<file path="src/design/psalru_pkg.sv">
// Shared types and constants for the page-size-aware LRU replacement block
`default_nettype none
package psalru_pkg;

    localparam int SET_W  = 6;
    localparam int WAY_W  = 4;
    localparam int RANK_W = 4;
    localparam int MASK_W = 16;

    localparam logic CMD_QUERY  = 1'b0;
    localparam logic CMD_UPDATE = 1'b1;

    localparam logic [1:0] REASON_INVALID = 2'd0;
    localparam logic [1:0] REASON_LRU     = 2'd1;
    localparam logic [1:0] REASON_BASE    = 2'd2;
    localparam logic [1:0] REASON_NONE    = 2'd3;

    typedef struct packed {
        logic              cmd;
        logic [SET_W-1:0]  set_index;
        logic [WAY_W-1:0]  way_index;
        logic              is_hit;
        logic              is_writeback;
        logic [MASK_W-1:0] valid_mask;
        logic [MASK_W-1:0] base_page_mask;
    } in_t;

    typedef struct packed {
        logic [WAY_W-1:0] victim_way;
        logic [1:0]       victim_reason;
    } out_t;

    typedef struct packed {
        logic load_item;
        logic write_row;
        logic load_out;
    } ctrl_cmd_t;

    typedef struct packed {
        logic is_query;
        logic upd_en;
    } dp_status_t;

endpackage
`default_nettype wire

</file>
<file path="src/design/psalru_dp.sv">
// Datapath: rank memory, row valid bits, victim selection and rank update
`default_nettype none
module psalru_dp
    import psalru_pkg::*;
#(
    parameter int WAYS = 16,
    parameter int SETS = 64
) (
    input  wire logic       aclk,
    input  wire logic       aresetn,
    input  wire ctrl_cmd_t  cmd_i,
    output dp_status_t      sts_o,
    input  wire in_t        s_data,
    output out_t            m_data
);

    localparam int MAP_N     = 1 << SET_W;
    localparam int USED_ROWS = (SETS < MAP_N) ? SETS : MAP_N;
    localparam int ROW_W     = (USED_ROWS > 1) ? $clog2(USED_ROWS) : 1;
    localparam int ROW_BITS  = WAYS * RANK_W;

    function automatic logic [MAP_N*ROW_W-1:0] build_row_map();
        logic [MAP_N*ROW_W-1:0] m;
        m = '0;
        for (int i = 0; i < MAP_N; i++) begin
            m[i*ROW_W +: ROW_W] = ROW_W'(i % SETS);
        end
        return m;
    endfunction

    function automatic logic [ROW_BITS-1:0] build_reset_row();
        logic [ROW_BITS-1:0] r;
        r = '0;
        for (int w = 0; w < WAYS; w++) begin
            r[w*RANK_W +: RANK_W] = RANK_W'(w);
        end
        return r;
    endfunction

    localparam logic [MAP_N*ROW_W-1:0] ROW_MAP   = build_row_map();
    localparam logic [ROW_BITS-1:0]    RESET_ROW = build_reset_row();

    logic [ROW_BITS-1:0] rank_mem [USED_ROWS];
    logic [USED_ROWS-1:0] row_vld_reg;

    in_t                 item_reg;
    logic [ROW_W-1:0]    row_idx_reg;
    logic [ROW_BITS-1:0] rd_row_reg;
    logic                rd_vld_reg;
    out_t                out_reg;

    logic [ROW_W-1:0]    rd_idx;
    logic [ROW_BITS-1:0] cur_row;
    logic [RANK_W-1:0]   rank [WAYS];
    logic [WAYS-1:0]     vmask;
    logic [WAYS-1:0]     bpmask;
    logic [WAYS-1:0]     is_lru;
    logic [WAYS-1:0]     in_scan;
    logic [WAYS-1:0]     elig;
    logic [WAYS-1:0]     is_best;
    logic                inv_found;
    logic                lru_found;
    logic                best_found;
    logic [WAY_W-1:0]    inv_way;
    logic [WAY_W-1:0]    lru_way;
    logic [WAY_W-1:0]    best_way;
    out_t                victim;
    logic [RANK_W-1:0]   hit_rank;
    logic [ROW_BITS-1:0] new_row;
    logic                way_ok;

    assign rd_idx = ROW_MAP[int'(s_data.set_index)*ROW_W +: ROW_W];

    always_ff @(posedge aclk) begin
        if (cmd_i.load_item) begin
            item_reg    <= s_data;
            row_idx_reg <= rd_idx;
            rd_row_reg  <= rank_mem[rd_idx];
            rd_vld_reg  <= row_vld_reg[rd_idx];
        end
    end

    always_ff @(posedge aclk) begin
        if (cmd_i.write_row) begin
            rank_mem[row_idx_reg] <= new_row;
        end
    end

    always_ff @(posedge aclk) begin
        if (!aresetn) begin
            row_vld_reg <= '0;
        end else if (cmd_i.write_row) begin
            row_vld_reg[row_idx_reg] <= 1'b1;
        end
    end

    always_ff @(posedge aclk) begin
        if (cmd_i.load_out) begin
            out_reg <= victim;
        end
    end

    assign cur_row = rd_vld_reg ? rd_row_reg : RESET_ROW;
    assign vmask   = item_reg.valid_mask[WAYS-1:0];
    assign bpmask  = item_reg.base_page_mask[WAYS-1:0];

    always_comb begin
        for (int i = 0; i < WAYS; i++) begin
            rank[i]   = cur_row[i*RANK_W +: RANK_W];
            is_lru[i] = (rank[i] == RANK_W'(WAYS - 1));
        end
    end

    always_comb begin
        for (int i = 0; i < WAYS; i++) begin
            in_scan[i] = 1'b1;
            for (int j = 0; j < i; j++) begin
                if (is_lru[j]) begin
                    in_scan[i] = 1'b0;
                end
            end
            elig[i] = bpmask[i] && in_scan[i] && (rank[i] != '0);
        end
    end

    always_comb begin
        for (int i = 0; i < WAYS; i++) begin
            is_best[i] = elig[i];
            for (int j = 0; j < WAYS; j++) begin
                if (elig[j] && (j < i) && (rank[j] >= rank[i])) begin
                    is_best[i] = 1'b0;
                end
                if (elig[j] && (j > i) && (rank[j] > rank[i])) begin
                    is_best[i] = 1'b0;
                end
            end
        end
    end

    always_comb begin
        inv_way  = '0;
        lru_way  = '0;
        best_way = '0;
        for (int i = WAYS - 1; i >= 0; i--) begin
            if (!vmask[i]) begin
                inv_way = WAY_W'(i);
            end
            if (is_lru[i]) begin
                lru_way = WAY_W'(i);
            end
            if (is_best[i]) begin
                best_way = WAY_W'(i);
            end
        end
    end

    assign inv_found  = ~&vmask;
    assign lru_found  = |is_lru;
    assign best_found = |is_best;

    always_comb begin
        if (inv_found) begin
            victim.victim_way    = inv_way;
            victim.victim_reason = REASON_INVALID;
        end else if (best_found && (!lru_found || (best_way != lru_way))) begin
            victim.victim_way    = best_way;
            victim.victim_reason = REASON_BASE;
        end else if (lru_found) begin
            victim.victim_way    = lru_way;
            victim.victim_reason = REASON_LRU;
        end else begin
            victim.victim_way    = '0;
            victim.victim_reason = REASON_NONE;
        end
    end

    always_comb begin
        hit_rank = '0;
        for (int i = 0; i < WAYS; i++) begin
            if (item_reg.way_index == WAY_W'(i)) begin
                hit_rank = rank[i];
            end
        end
    end

    always_comb begin
        new_row = cur_row;
        for (int i = 0; i < WAYS; i++) begin
            if (item_reg.way_index == WAY_W'(i)) begin
                new_row[i*RANK_W +: RANK_W] = '0;
            end else if (rank[i] <= hit_rank) begin
                new_row[i*RANK_W +: RANK_W] = rank[i] + RANK_W'(1);
            end
        end
    end

    assign way_ok = (int'(item_reg.way_index) < WAYS);

    assign sts_o.is_query = (item_reg.cmd == CMD_QUERY);
    assign sts_o.upd_en   = way_ok && !(item_reg.is_hit && item_reg.is_writeback);

    assign m_data = out_reg;

endmodule
`default_nettype wire

</file>
<file path="src/design/psalru_ctrl.sv">
// Controller: sequences read, compute and write-back or result load per word
`default_nettype none
module psalru_ctrl
    import psalru_pkg::*;
(
    input  wire logic        aclk,
    input  wire logic        aresetn,
    input  wire logic        s_valid,
    output logic             s_ready,
    output logic             m_valid,
    input  wire logic        m_ready,
    input  wire dp_status_t  sts_i,
    output ctrl_cmd_t        cmd_o
);

    localparam logic ST_IDLE = 1'b0;
    localparam logic ST_EXEC = 1'b1;

    logic state_reg;
    logic state_next;
    logic m_valid_reg;
    logic m_valid_next;
    logic out_free;

    assign s_ready  = (state_reg == ST_IDLE);
    assign m_valid  = m_valid_reg;
    assign out_free = !m_valid_reg || m_ready;

    always_comb begin
        cmd_o        = '0;
        state_next   = state_reg;
        m_valid_next = m_valid_reg && !m_ready;
        case (state_reg)
            ST_IDLE: begin
                if (s_valid) begin
                    cmd_o.load_item = 1'b1;
                    state_next      = ST_EXEC;
                end
            end
            ST_EXEC: begin
                if (sts_i.is_query) begin
                    if (out_free) begin
                        cmd_o.load_out = 1'b1;
                        m_valid_next   = 1'b1;
                        state_next     = ST_IDLE;
                    end
                end else begin
                    cmd_o.write_row = sts_i.upd_en;
                    state_next      = ST_IDLE;
                end
            end
            default: begin
                state_next = ST_IDLE;
            end
        endcase
    end

    always_ff @(posedge aclk) begin
        if (!aresetn) begin
            state_reg   <= ST_IDLE;
            m_valid_reg <= 1'b0;
        end else begin
            state_reg   <= state_next;
            m_valid_reg <= m_valid_next;
        end
    end

endmodule
`default_nettype wire

</file>
<file path="src/design/page_size_aware_lru_replacement.sv">
// Top level: page-size-aware LRU replacement, controller plus datapath
// Flow: a word is captured in the item register, then a query's result is
//   loaded into the output register or an update's set row is written back;
//   no new word is taken until then, and a query waits while the output holds.
// Reset: synchronous, active low; per-row valid bits clear at once, so every
//   set reads back with each way's rank equal to its way number.
`default_nettype none
module page_size_aware_lru_replacement
    import psalru_pkg::*;
#(
    parameter int WAYS = 16,
    parameter int SETS = 64
) (
    input  wire logic  aclk,
    input  wire logic  aresetn,
    input  wire logic  s_valid,
    output logic       s_ready,
    input  wire in_t   s_data,
    output logic       m_valid,
    input  wire logic  m_ready,
    output out_t       m_data
);

    ctrl_cmd_t  cmd;
    dp_status_t sts;

    psalru_ctrl u_ctrl (
        .aclk    (aclk),
        .aresetn (aresetn),
        .s_valid (s_valid),
        .s_ready (s_ready),
        .m_valid (m_valid),
        .m_ready (m_ready),
        .sts_i   (sts),
        .cmd_o   (cmd)
    );

    psalru_dp #(
        .WAYS (WAYS),
        .SETS (SETS)
    ) u_dp (
        .aclk    (aclk),
        .aresetn (aresetn),
        .cmd_i   (cmd),
        .sts_o   (sts),
        .s_data  (s_data),
        .m_data  (m_data)
    );

endmodule
`default_nettype wire

</file>
<file path="config.mk">
export PLATFORM = sky130hd
export DESIGN_NAME = page_size_aware_lru_replacement
export DESIGN_NICKNAME = d
export VERILOG_FILES = /design/src/design/psalru_pkg.sv /design/src/design/psalru_dp.sv /design/src/design/psalru_ctrl.sv /design/src/design/page_size_aware_lru_replacement.sv
export SDC_FILE = /design/constraint.sdc
export NUM_CORES = 2
export LEC_CHECK = 0
export ABC_CLOCK_PERIOD_IN_PS = 10700
export BUFFER_PORTS_ARGS = -buffer_cell sky130_fd_sc_hd__buf_2
export CAP_MARGIN = 40
export CORE_ASPECT_RATIO = 0.75
export CORE_MARGIN = 5
export CORE_UTILIZATION = 35
export DETAILED_ROUTE_END_ITERATION = 10
export PLACE_DENSITY = 0.49
export SLEW_MARGIN = 20
export SYNTH_ARGS = -nofsm -noshare
export SYNTH_HDL_FRONTEND = slang
export SYNTH_SLANG_ARGS = --single-unit
export TNS_END_PERCENT = 5
</file>
<file path="constraint.sdc">
create_clock -name aclk -period 10.7 [get_ports aclk]
set_input_delay 0.535 -clock aclk [delete_from_list [all_inputs] [get_ports aclk]]
set_output_delay 0.535 -clock aclk [all_outputs]
set_load 0.03 [all_outputs]
</file>
==> out/metrics.cfg <==
[power]
total_power_mw = 38.1
pwr_density_cell_nw_per_um2 = 185
combPwrFrac_pct = 10.0
p_leak_nw = 65.8
ir_worst_vdd_uv = 145
pwr-share-seq_pct = 50.9
swShare_pct = 24.0
p_switching_mw = 9.15
p_int_mw = 28.9
pwr-share-clk_pct = 39.0

[die]
start_util_pct = 35.1
dieArea_um2 = 521000
core_um2 = 505000
die_y_um = 626
die_x_um = 831
rows = 226
ios = 57

[cells_and_area]
finalNetCount = 9586
fin_util_pct = 40.8
drive_gt1_share_pct = 28.5
largest_reg_flops = 4096
ff_latch_area_um2 = 128000
areaGrowthSynthToFinish_pct = 16.1
fillCellCount = 44000
multiInputGateArea_um2 = 48600

[placement]
hpwlAfterDp_mm = 355
place.gp.congestion = 0.891
place_ws_ns = 3.62
portBuffers = 56

[yosys]
ys_seq_area_share_pct = 72.2
synth_warnings = 0
yosys.area.top_type = edfxtp_1
synthTopCellsByCount = edfxtp_1 (4212), mux4_2 (1366), ha_1 (576)
ys_types = 81
syn_nets = 8958
async_reset_ff_share_pct = 0
synth.most_common_cell = edfxtp_1
ys.flop_type = edfxtp_1
synth_area_um2 = 177000
ys_ff_latch = 4278
synth_area_leaders = edfxtp_1 (71%), mux4_2 (17%), ha_1 (4.1%)
synthCells = 8333
synth_edf_count = 4212
syn_avg_cell_area_um2 = 21.3
netlist.area_leader.share_pct = 71.4

[sta]
max_freq_ghz = 0.146
max_slew_margin_pct = 21.5
hold_violations = 0
slew_violations = 0
fin_ws_ns = 3.86
finalSetupViolCount = 0
rsz0062_at_grt = false
fin_skew_ns = 0.104
post-route-period-util_pct = 63.9
worstMarginPinSlew_ns = 1.18
period_needed_ns = 6.84
fin_tns_setup_ns = 0
hold_slack_ns = 0.153

[clock_tree]
clock-root-buffer = clkbuf_16
cts_setup_buffers = 0
clock_sinks = 4278
cts_tree = built
cts_buffers = 423
cts_resized = 0
clockBufferDepth = 4
clk_latency_ns = 1.04
ctsHoldBuffers = 40
path_clk_slew_ns = 0.06
cts_htree_levels = 5

[routing]
post_drt_wl_per_cell_um = 37.8
drc_errors = 0
drt-total-wl_mm = 607
drtIter0Drc = 12400
via_per_inst = 5.88
vias = 94400
ant_nets = 0
dr.pass1.iters = 9

[grt]
grt_usage_pct = 22.9
grt_pass1_wl_mm = 821
grt_start_max_net_pins = 141
antenna_found_initial = 28
grt-ovfl-total = 0
first_global_vias = 93400

[worst_setup_path]
crit_type = register to register
worstPathMaxFanout = 54
cp_data_arrival_time_ns = 7.62
end_kind = register
required_ns = 11.48
start_kind = register
reg2reg_setup_slack_ns = 3.86

[run]
maxCapViolations = 0

[run_status]
status = completed

[min_path]
hold_class = input port to register

kinds of logic (layout without fill, tap and decap cells):
kind of cell,count (synthesis),count (layout),share of synthesized area (%)
muxes,1374,1374,17.4
adders and majority gates,576,576,4.07
xor gates and xnor gates,40,40,0.198
and+or+nand+nor,872,872,2.59
buffers and inverters,451,1432,0.973
other,0,10,0
AOI/OAI and AO/OA,742,742,2.60
DFF,4278,4278,72.2
power by group through the flow:
stage                     Combinational (mW)  Clock, mW  Sequential (mW)
after detailed placement                3.79          0             19.7
after CTS                               3.81       15.2             19.4
after global placement                  3.49          0             19.7
final                                   3.83       14.9             19.4
after global routing                    4.08       15.9             19.4
after floorplan                         2.07          0             19.8
cell usage in the layout (no fill, tap or decap), types with 117 or more instances in the layout:
cell       instances
o21ai_0          220
nand2_1          130
nor2_4           117
clkbuf_16        426
buf_4            281
a21oi_1          217
mux4_2          1366
edfxtp_1        4212
nor2b_1          125
ha_1             576
nor2_1           131
metal layers:
| layer | share of wire (%) | global-route usage [%] | routed length (µm) | vias to the layer above |
|---|---|---|---|---|
| met5 | 0.0054 | 0 | 33 | - |
| met3 | 6.8 | 3.21 | 41300 | 805 |
| met1 | 44 | 33.7 | 267000 | 52600 |
| met2 | 46 | 36.2 | 282000 | 4118 |
| met4 | 2.7 | 5.43 | 16300 | 4 |
| li1 | - | - | - | 36900 |
final timing paths:
| kind | cells past startpoint | to | start |
|---|---|---|---|
| worst max-delay path | 17 | u_dp.m_data[1] | u_dp.rd_vld_reg |
| worst max register to register | 17 | u_dp.m_data[1] | u_dp.rd_vld_reg |
| worst min register to register | 1 | u_dp.row_vld_reg[54] | u_dp.row_vld_reg[54] |
| worst min-delay path | 3 | u_dp.item_reg[44] | s_valid |
critical path: stages, from the launching register on:
cell and delay [ns]:
edfxtp_1 0.32, buf_4 0.59, nand2_1 0.46, buf_8 0.30, inv_1 0.40, ha_1 0.28, nand4_2 0.45, and4_1 0.52
nand3_1 0.68, o22ai_1 0.19, a2111oi_0 0.52, nand2_1 0.21, o31ai_1 0.62, nor4bb_1 0.17, a32oi_1 0.25, and2_1 0.21
a21oi_1 0.12, o21a_1 0.22
metrics by stage:
step	std cells	cell area, µm²
2_1_floorplan	8333	177000
3_3_place_gp	15100	188000
3_5_place_dp	15200	191000
4_1_cts	16000	205000
5_1_grt	16000	206000
6_report	16100	206000
cell type report:
cell class	count	area share, %
tap	6726	4.09
antenna	10	0.0122
clock inverter	263	1.23
timing repair buffer	557	3.33
clock buffer	515	5.38
inverter	97	0.177
multi-input combinational	3604	23.6
sequential	4278	62.1
(Power assumes the default switching activity.)
